`config.mk`:
```
export PLATFORM = sky130hd
export DESIGN_NAME = pvh_queue
export DESIGN_NICKNAME = d
export VERILOG_FILES = /design/src/rtl/pvh_pkg.sv /design/src/rtl/pvh_queue.sv
export SDC_FILE = /design/constraint.sdc
export NUM_CORES = 1
export LEC_CHECK = 0
export ABC_AREA = 1
export BUFFER_PORTS_ARGS = -buffer_cell sky130_fd_sc_hd__clkbuf_2
export CAP_MARGIN = 15
export CELL_PAD_IN_SITES_DETAIL_PLACEMENT = 0
export CELL_PAD_IN_SITES_GLOBAL_PLACEMENT = 2
export CORE_UTILIZATION = 40
export DETAILED_ROUTE_END_ITERATION = 8
export PLACE_DENSITY_LB_ADDON = 0.1
export SLEW_MARGIN = 20
export SYNTH_ARGS = -nofsm -noshare
export SYNTH_HDL_FRONTEND = slang
export SYNTH_SLANG_ARGS = --single-unit
```
`constraint.sdc`:
```
create_clock -name clk -period 4.15 [get_ports clk]
set_clock_uncertainty 0.2 [all_clocks]
set_input_delay 0.2075 -clock clk [delete_from_list [all_inputs] [get_ports clk]]
set_output_delay 0.2075 -clock clk [all_outputs]
set_load 0.05 [all_outputs]
```
`src/rtl/pvh_pkg.sv`:
```
`default_nettype none
// ----------------------------------------------------------------------------
// pvh_pkg
// Shared constants, codes and types of the voxel point histogram.
// ----------------------------------------------------------------------------
package pvh_pkg;

    // grid geometry
    localparam int unsigned GRID_SIZE  = 128;
    localparam int unsigned CELL_TOTAL = GRID_SIZE * GRID_SIZE * GRID_SIZE;
    localparam int unsigned COORD_W    = $clog2(GRID_SIZE);
    localparam int unsigned ADDR_W     = $clog2(CELL_TOTAL);

    // field widths
    localparam int unsigned OP_W       = 2;
    localparam int unsigned RAW_W      = 32;
    localparam int unsigned INDEX_W    = 21;
    localparam int unsigned COUNT_W    = 32;
    localparam int unsigned ORIGIN_W   = 34;
    localparam int unsigned GAIN_W     = 48;
    localparam int unsigned CFG_IDX_W  = 3;
    localparam int unsigned CFG_DATA_W = 48;

    // fixed-point datapath
    localparam int unsigned DIFF_W     = 35;
    localparam int unsigned MAG_W      = DIFF_W - 1;
    localparam int unsigned MAG_SPLIT  = 17;
    localparam int unsigned GAIN_SPLIT = 24;
    localparam int unsigned PP_W       = MAG_SPLIT + GAIN_SPLIT;
    localparam int unsigned PAIR_W     = MAG_SPLIT + GAIN_W;
    localparam int unsigned PROD_W     = MAG_W + GAIN_W;
    localparam int unsigned FRAC_W     = 40;
    localparam int unsigned Q_W        = PROD_W - FRAC_W;

    localparam logic [COUNT_W-1:0] COUNT_MAX = '1;

    // command queue between front and back
    localparam int unsigned QUEUE_DEPTH = 8;
    localparam int unsigned QPTR_W      = $clog2(QUEUE_DEPTH);
    localparam int unsigned QCNT_W      = $clog2(QUEUE_DEPTH + 1);

    // input operation codes
    localparam logic [OP_W-1:0] OP_BIN        = 2'd0;
    localparam logic [OP_W-1:0] OP_READ       = 2'd1;
    localparam logic [OP_W-1:0] OP_READ_CLEAR = 2'd2;

    // register indexes
    localparam logic [CFG_IDX_W-1:0] REG_ORIGIN_X = 3'd0;
    localparam logic [CFG_IDX_W-1:0] REG_ORIGIN_Y = 3'd1;
    localparam logic [CFG_IDX_W-1:0] REG_ORIGIN_Z = 3'd2;
    localparam logic [CFG_IDX_W-1:0] REG_GAIN_X   = 3'd3;
    localparam logic [CFG_IDX_W-1:0] REG_GAIN_Y   = 3'd4;
    localparam logic [CFG_IDX_W-1:0] REG_GAIN_Z   = 3'd5;

    // back-end command kinds
    typedef logic [1:0] cmd_kind_t;
    localparam cmd_kind_t CMD_NOP   = 2'd0;
    localparam cmd_kind_t CMD_BIN   = 2'd1;
    localparam cmd_kind_t CMD_READ  = 2'd2;
    localparam cmd_kind_t CMD_CLEAR = 2'd3;

    typedef struct packed {
        cmd_kind_t          kind;
        logic [ADDR_W-1:0]  addr;
        logic [INDEX_W-1:0] index;
        logic               clamped;
    } cmd_t;

endpackage
`default_nettype wire

```
`src/rtl/pvh_queue.sv`:
```
`default_nettype none
// ----------------------------------------------------------------------------
// pvh_queue
// Short command queue that decouples the binning front from the count store.
// ----------------------------------------------------------------------------
module pvh_queue (
    input  wire logic          clk,
    input  wire logic          rst_n,
    input  wire logic          push,
    input  wire pvh_pkg::cmd_t din,
    input  wire logic          pop,
    output pvh_pkg::cmd_t      dout,
    output logic               empty
);

    pvh_pkg::cmd_t                entries [pvh_pkg::QUEUE_DEPTH];
    logic [pvh_pkg::QPTR_W-1:0]   wr_ptr_reg;
    logic [pvh_pkg::QPTR_W-1:0]   rd_ptr_reg;
    logic [pvh_pkg::QCNT_W-1:0]   cnt_reg;
    logic [pvh_pkg::QPTR_W-1:0]   wr_ptr_next;
    logic [pvh_pkg::QPTR_W-1:0]   rd_ptr_next;
    logic [pvh_pkg::QCNT_W-1:0]   cnt_next;

    always_comb
    begin
        wr_ptr_next = wr_ptr_reg;
        rd_ptr_next = rd_ptr_reg;
        if (push)
        begin
            wr_ptr_next = (wr_ptr_reg == pvh_pkg::QPTR_W'(pvh_pkg::QUEUE_DEPTH - 1))
                          ? '0 : wr_ptr_reg + 1'b1;
        end
        if (pop)
        begin
            rd_ptr_next = (rd_ptr_reg == pvh_pkg::QPTR_W'(pvh_pkg::QUEUE_DEPTH - 1))
                          ? '0 : rd_ptr_reg + 1'b1;
        end
        cnt_next = cnt_reg + pvh_pkg::QCNT_W'(push) - pvh_pkg::QCNT_W'(pop);
    end

    always_ff @(posedge clk or negedge rst_n)
    begin
        if (!rst_n)
        begin
            wr_ptr_reg <= '0;
            rd_ptr_reg <= '0;
            cnt_reg    <= '0;
        end
        else
        begin
            wr_ptr_reg <= wr_ptr_next;
            rd_ptr_reg <= rd_ptr_next;
            cnt_reg    <= cnt_next;
        end
    end

    always_ff @(posedge clk)
    begin
        if (push)
        begin
            entries[wr_ptr_reg] <= din;
        end
    end

    assign dout  = entries[rd_ptr_reg];
    assign empty = (cnt_reg == '0);

`ifndef SYNTHESIS
    a_no_overflow: assert property (@(posedge clk) disable iff (!rst_n)
        (push && !pop) |-> (cnt_reg != pvh_pkg::QCNT_W'(pvh_pkg::QUEUE_DEPTH)))
        else $error("command queue overflow");

    a_no_underflow: assert property (@(posedge clk) disable iff (!rst_n)
        pop |-> (cnt_reg != '0))
        else $error("command queue popped while empty");
`endif

endmodule
`default_nettype wire

```
Word-level counts from Yosys, hierarchy flattened
Memory sizes are Yosys's and may differ from the RTL's. Index checks and enable logic that the tools add are counted.

Bitwise gates (word level): 0. Multipliers: 0. Shift operators: 0. Order comparisons: 0. Reduce and logical (&&, ||, !) cells: 1. Add/sub/neg operators: 4. Eq/ne operators: 2. Div/mod/pow operators: 0. Muxes and demuxes: 4.

Operator list (count): $add A3 B1 Y3 const B (2); $eq A3 B3 Y1 const B (2); $mux W3 (2); $add A4 B1 Y4 (1); $logic_not A4 Y1 (1); $sub A4 B1 Y4 (1); $mux W1 (2).

Bits in read-only memories: 0. Memories kept: 1. Latch bits: 0. Output and inout bits: 46. Bits in registers: 10. Word-level logic and storage cells: 15. RAM bits: 360. Input port bits: 49.

Memory list: entries (words 8, bits a word 45, read ports 1, clocked after Yosys merged registers in 0, wr ports 1, RTL line pvh_queue.sv:16) `pvh_pkg::cmd_t entries [pvh_pkg::QUEUE_DEPTH];`.

Logic depth before layout (Yosys ltp)
Gate-level depths: netlist of the first run.

Depth in word-level cells: 2. Gate-level depth with buffers: 9. Depth with buffers taken out: 7.

Least setup slack after synthesis of the first run
OpenSTA, ideal clock, no wires.

Path type: register to register. From: register wr_ptr_reg[0] in the netlist's numbering. To: memory entries[0][0] in the netlist's numbering (enable). Period minus slack after synthesis: 3106 ps. Arrival: 2458 ps. Buffers on the path: 0. Path slack: 1044 ps. Setup time: 448 ps. Cell stages (with the launch flop): 4. Cell sequence: dfrtp_1 -> inv_1 -> nand2_1 -> nor2_1.

RTL lines: start, declared (RTL line pvh_queue.sv:17) `logic [pvh_pkg::QPTR_W-1:0] wr_ptr_reg;`; start signal, assigned (RTL line pvh_queue.sv:51) `wr_ptr_reg <= wr_ptr_next;`; end, declared (RTL line pvh_queue.sv:16).

Straight into the memory's write port.

==> results by group, run 1 <==
Floorplan
  – Row count: 73
  – Die Wd: between 200 and 250 µm
  – Die height: between 200 and 250 µm
  – Num ports: 95
  – Core area: approximately 40,000 µm²
  – Die area: 41,600 µm²
  – Initial Util: between 40% and 50%

STA
  – Final hold viol count: 0
  – Min Tclk post-route: roughly 3100 ps
  – Final setup TNS: 0 ps
  – Worst relative slew slack: between 30 and 40%
  – Period utilization: about three quarters
  – RSZ-0062 raised after global routing: no
  – Maximum clock frequency: 0.319 GHz
  – Slew @ Worst Pin: approximately 1000 ps
  – Slew Viols, Final: 0
  – Final setup viols: 0
  – Final WS setup: a little over 1000 ps

Outcome
  – Status: completed

Global route
  – All-Layer GR Usage: ~19%
  – Final global-route overflow total: 0
  – Global-route wire length before repair: 60.5 mm
  – Pin count of the biggest net entering global routing: 182
  – Vias in the first global route: roughly 11,000
  – Number of antenna violations at the first check in global routing: 2

Synthesis
  – Sequential fraction of the synthesis area: approximately two thirds
  – Synthesized instance count: between 1,500 and 2,000
  – Syn Area/Cell: between 10 and 15 µm²
  – Syn. warnings: 0
  – Yosys reg bits: 370
  – Yosys cell types: 18
  – Mapped cell area: roughly 16,000 µm²
  – Syn Nets: about 1,700

Clocking
  – Clock Tree Buf Depth: 3
  – Worst-path clk slew: around 60 ps
  – Clock buffer count from CTS: 43
  – Number of clock sinks: between 300 and 400
  – Clk Latency, worst-skew pair: ~550 ps
  – Postcts setup bufs: 0
  – CTS tree: done
  – H-tree levels: 2
  – CTS-repair resized insts: 0
  – Clk root buf: clkbuf_16
  – Hold buffers post-CTS: about 50

Min path
  – Hold Crit Class: in -> reg
  – Hold Crit Endpoint: entries[3][25]$_DFFE_PP_
  – Worst Min Path Start: din[25]
  – WHS Path Cells: 2

Placement
  – Pre-CTS setup slack: roughly 1500 ps
  – DP HPWL: between 15 and 20 mm
  – PortBufs: 94
  – Placer congestion estimate: just under 0.7

Final layout
  – Commonest non-fill, non-tap cell in the layout: nand2_1
  – Final core utilization: about 48%
  – Most frequent cells in the layout: 595 x nand2_1, 372 x inv_1, 360 x edfxtp_1, 185 x nand3_1, 94 x clkbuf_2
  – Area delta synth->final: 16.8%
  – Max FFs per register: 360
  – Layout cell share with drive strength beyond 1: between 10% and 20%
  – Final Net Count: about 1,800

Critical path
  – Crit path capture type: output port
  – WP data arrival: around 2700 ps
  – Critical path peak fanout: 90
  – CP startpoint: rd_ptr_reg[0]$_DFFE_PN0P_
  – Critical R2R Capture: entries[2][38]$_DFFE_PP_
  – Setup slack, reg-to-reg: between 1500 and 2000 ps
  – Startpoint types: flop
  – RR Startpoint: wr_ptr_reg[0]$_DFFE_PN0P_
  – Setup CP Type: reg -> out
  – Req. time, crit path: between 3000 and 4000 ps
  – Worst Reg-to-Reg Cells: 4

Route
  – WL/cell: 16.5 µm
  – Total Wirelength: ~38 mm
  – Drc violations: 0
  – Initial DRC count: between 400 and 500
  – Vias: 10,500
  – Drt pass-1 iters: 5
  – Antenna-violating nets left: 0
  – Drt via density: 4.52

Power
  – Static leakage: 8.80 nW
  – Tot Pwr: roughly 13 mW
  – Power per cell area: between 600 and 700 nW/µm²
  – VDD IR-drop max: around 0.43 mV

Job
  – Max-cap violations: 0
==> area by class of cell <==
| class | instances | area, µm² |
|---|---|---|
| Inverter | 375 | 1410 |
| Antenna cell | 2 | 5.00 |
| Clock buffer | 59 | 1180 |
| Timing Repair Buffer | 167 | 1200 |
| Multi-Input combinational cell | 808 | 3440 |
| Fill cell | 3824 | 20900 |
| Clock inverter | 16 | 97.6 |
| Tap cell | 525 | 657 |
| Sequential cell | 370 | 11100 |
==> metrics by stage <==
stage / hold WS, ps / instance area, µm² / cells
2_1_floorplan: -288 / 16300 / 1621
3_3_place_gp: -90.1 / 17300 / 2196
3_5_place_dp: -88.3 / 17300 / 2196
4_1_cts: 254 / 19100 / 2320
5_1_grt: 288 / 19100 / 2321
6_report: 288 / 19100 / 2322
==> where the power goes <==
group          internal, mW  total [mW]  switching (mW)
clock                  2.04        3.46            1.43
combinational          1.09        4.70            3.61
sequential             4.58        4.68          0.0966
==> layer usage <==
metal  vias to the layer above  track usage [%]  wire [µm]
met2                       172             32.6      18300
met1                      4931             25.2      17600
met4                         0             6.66        980
met3                        61             2.74       1350
li1                       5327                -          -
met5                         -                0          0
==> synthesized netlist by cell type <==
library cell | number | area share [%]
a21oi_1 | 1 | 0.031
buf_1 | 16 | 0.37
fa_1 | 1 | 0.12
buf_4 | 11 | 0.51
ha_1 | 9 | 0.69
buf_2 | 12 | 0.37
nor2_1 | 9 | 0.21
buf_6 | 21 | 1.4
inv_1 | 372 | 8.6
nand3_1 | 185 | 5.7
o21ai_0 | 4 | 0.12
clkbuf_1 | 8 | 0.18
inv_2 | 3 | 0.069
dfrtp_1 | 10 | 1.5
o21ai_1 | 2 | 0.061
nand2_1 | 595 | 14
xor2_1 | 2 | 0.11
edfxtp_1 | 360 | 66
==> logic make-up (layout without fill, tap and decap cells) <==
family,after synthesis,after routing,synth area share [%]
AO/OA/AOI/OAI,7,7,0.215
XOR/XNOR,2,2,0.107
other,0,2,0
AND/OR/NAND/NOR,789,789,19.6
buffers and inverters,443,617,11.5
flip-flops,370,370,67.8
adder cells (fa/ha/maj),10,10,0.813
==> worst max-delay path by stage <==
stage / endpoint / cells past startpoint
6_report: dout[43] / 8
5_1_grt: dout[43] / 8
4_1_cts: dout[43] / 8
3_5_place_dp: dout[43] / 8
3_3_place_gp: dout[37] / 8
2_1_floorplan: entries[0][0]$_DFFE_PP_ / 3
==> critical path, cell delays in order, from the launching register on <==
cell      delay (ps)
dfrtp_4          510
inv_6            510
buf_4            480
nand2_1          110
nand3_1           80
nand2_1           50
nand2_1           60
nand2_1          110
clkbuf_2         250
Power figures use the tool's default switching activity.
==> run 2, diff against run 1 <==
==> constraint.sdc (replaced) <==
create_clock -name clk -period 3.2 [get_ports clk]
set_clock_uncertainty 0.2 [all_clocks]
set_input_delay 0.16 -clock clk [delete_from_list [all_inputs] [get_ports clk]]
set_output_delay 0.16 -clock clk [all_outputs]
set_load 0.05 [all_outputs]
==> run 2 against run 1 <==
Global-route usage is 0.56 points lower. Non-clock buffer count is 3 higher. Clock power is 22% higher. Via count is 1.1% lower. Setup slack worse by 710 ps. Total power is 28% higher. Utilization is 0.091 points higher. Sequential power is 32% higher. Flip-flop and latch count stayed put. Critical path depth stayed put.
==> results by group, run 2 (synthesis gave the netlist of run 1 again) <==
Floorplan
  – Core area: 40,000 µm² (unchanged)
  – Die area: 41,600 µm² (unchanged)
  – Die Wd: 204 µm (unchanged)
  – Row count: 73 (unchanged)
  – Initial Util: 40.8% (unchanged)
  – Num ports: 95 (unchanged)
  – Die height: 204 µm (unchanged)

Final layout
  – Layout cell share with drive strength beyond 1: 10.2% (was 10.4%)
  – Final core utilization: 47.7% (about the same)
  – Most frequent cells in the layout: 595 x nand2_1, 372 x inv_1, 360 x edfxtp_1, 185 x nand3_1, 94 x clkbuf_2 (unchanged)
  – Area delta synth->final: 17.1% (was 16.8%)
  – Final std cells w/o fill: 2,319 (was 2,322)
  – Max FFs per register: 360 (unchanged)
  – Final Net Count: 1,825 (was 1,824)
  – Commonest non-fill, non-tap cell in the layout: nand2_1 (unchanged)

Clocking
  – H-tree levels: 2 (unchanged)
  – Clock buffer count from CTS: 41 (was 43)
  – Clk Latency, worst-skew pair: 540 ps (was 550 ps)
  – Number of clock sinks: 370 (unchanged)
  – Clock Tree Buf Depth: 3 (unchanged)
  – CTS-repair resized insts: 0 (unchanged)
  – CTS tree: done (unchanged)
  – Worst-path clk slew: 60 ps (about the same)
  – Clk root buf: clkbuf_16 (unchanged)
  – Postcts setup bufs: 0 (unchanged)

Route
  – Drt via density: 4.47 (was 4.52)
  – Drt pass-1 iters: 5 (unchanged)
  – Antenna-violating nets left: 0 (unchanged)
  – Vias: 10,400 (was 10,500)
  – WL/cell: 16.2 µm (was 16.5 µm)
  – Total Wirelength: 37.5 mm (was 38.3 mm)
  – Initial DRC count: 467 (was 499)
  – Drc violations: 0 (unchanged)

Placement
  – Placer congestion estimate: 0.732 (was 0.695)
  – DP HPWL: 19.9 mm (was 19.2 mm)
  – Dpl cells: 2,199 (was 2,196)
  – Pre-CTS setup slack: 809 ps (was 1510 ps)
  – PortBufs: 94 (unchanged)

STA
  – Maximum clock frequency: ~0.35 GHz
  – Slew @ Worst Pin: 711 ps (was 1010 ps)
  – RSZ-0062 raised after global routing: no (unchanged)
  – Final hold viol count: 0 (unchanged)
  – Slew Viols, Final: 0 (unchanged)
  – Final WS setup: 303 ps (was 1020 ps)
  – Worst relative slew slack: 52.5% (was 32.4%)
  – Period utilization: between 90% and 100%
  – Final setup viols: 0 (unchanged)
  – Final setup TNS: 0 ps (unchanged)
  – Min Tclk post-route: between 2000 and 3000 ps

Critical path
  – Crit path capture type: output port (unchanged)
  – Crit path top cell by count: nand2_1 (unchanged)
  – Critical path peak fanout: 59 (was 90)
  – Setup CP Type: reg -> out (unchanged)
  – CP max stage cell: dfrtp_4 (unchanged)
  – Startpoint types: flop (unchanged)
  – Crit path cell chain: inv_6 -> buf_12 -> nand2_1 -> nand3_1 -> nand2_1 -> nand2_1 -> nand2_1 -> clkbuf_2 (was inv_6 -> buf_4 -> nand2_1 -> nand3_1 -> nand2_1 -> nand2_1 -> nand2_1 -> clkbuf_2)
  – WP data arrival: 2540 ps (was 2730 ps)
  – Req. time, crit path: 2840 ps (was 3740 ps)
  – RR Startpoint: wr_ptr_reg[0]$_DFFE_PN0P_ (unchanged)
  – CP startpoint: rd_ptr_reg[0]$_DFFE_PN0P_ (unchanged)
  – Slowest Stage Delay on Critical Path: 650 ps (was 510 ps)

Power
  – VDD IR-drop max: 0.702 mV (was 0.431 mV)
  – Static leakage: 8.79 nW (was 8.80 nW)
  – Tot Pwr: 16.5 mW (was 12.8 mW)
  – Power per cell area: 863 nW/µm² (was 674 nW/µm²)

Global route
  – Global-route wire length before repair: 58.7 mm (was 60.5 mm)
  – Number of antenna violations at the first check in global routing: 1 (was 2)
  – Final global-route overflow total: 0 (unchanged)
  – Pin count of the biggest net entering global routing: 126 (was 182)
  – All-Layer GR Usage: 18.7% (was 19.2%)
  – Vias in the first global route: 10,200 (was 10,600)

Outcome
  – Status: completed (unchanged)

Job
  – Max-cap violations: 0 (unchanged)

Min path
  – Worst Min Path Start: pop (was din[25])
  – Hold Crit Class: in -> reg (unchanged)
run 2: cell type report:
class	count	area, µm²
clock inverters	17	96.3
fillers	3784	20900
multi-input cells	808	3440
inverters	375	1410
well taps	525	657
clock buffers	53	1070
repair buffers	170	1350
flip-flops and latches	370	11100
diodes	1	2.50
run 2: layer usage:
| layer | GRT usage [%] | wire length [µm] |
|---|---|---|
| met1 | 25.3 | 17800 |
| met2 | 31.1 | 17800 |
| met3 | 2.44 | 1040 |
| met4 | 6.02 | 877 |
| met5 | 0 | 0 |
run 2: power by group:
part           switching, mW  total, mW  internal, mW  leakage (nW)
clock network           1.79       4.21          2.42         0.570
registers              0.226       6.16          5.94          3.39
logic                   4.60       6.12          1.51          4.83
run 2: worst paths after layout:
kind                                        endpoint  slack [ps]  cells past startpoint
setup / recovery                            dout[26]         300                      8
hold / removal             rd_ptr_reg[0]$_DFFE_PN0P_         230                      3
setup reg to reg            entries[0][14]$_DFFE_PP_        1040                      4
hold reg to reg            wr_ptr_reg[2]$_DFFE_PN0P_         420                      2
max in group asynchronous  rd_ptr_reg[0]$_DFFE_PN0P_        2010                      3
min in group asynchronous       cnt_reg[0]$_DFF_PN0_         430                      3
run 2: repair_timing:
action	in CTS	in global routing
setup endpoints to repair	0	0
hold buffers	49	0
endpoints found under the hold margin	378	0
run 2: critical path, delay by kind of cell, from the launching register on:
family | cells | cell delay [ps]
buffers and inverters | 3 | 930
and+or+nand+nor | 5 | 380
DFF | 1 | 650
run 2: through the flow:
stage	area [µm²]	hold slack, ps
floorplan	16300	-336
global placement	17400	-145
detailed placement	17400	-147
CTS	19100	192
global route	19100	241
finish	19100	230
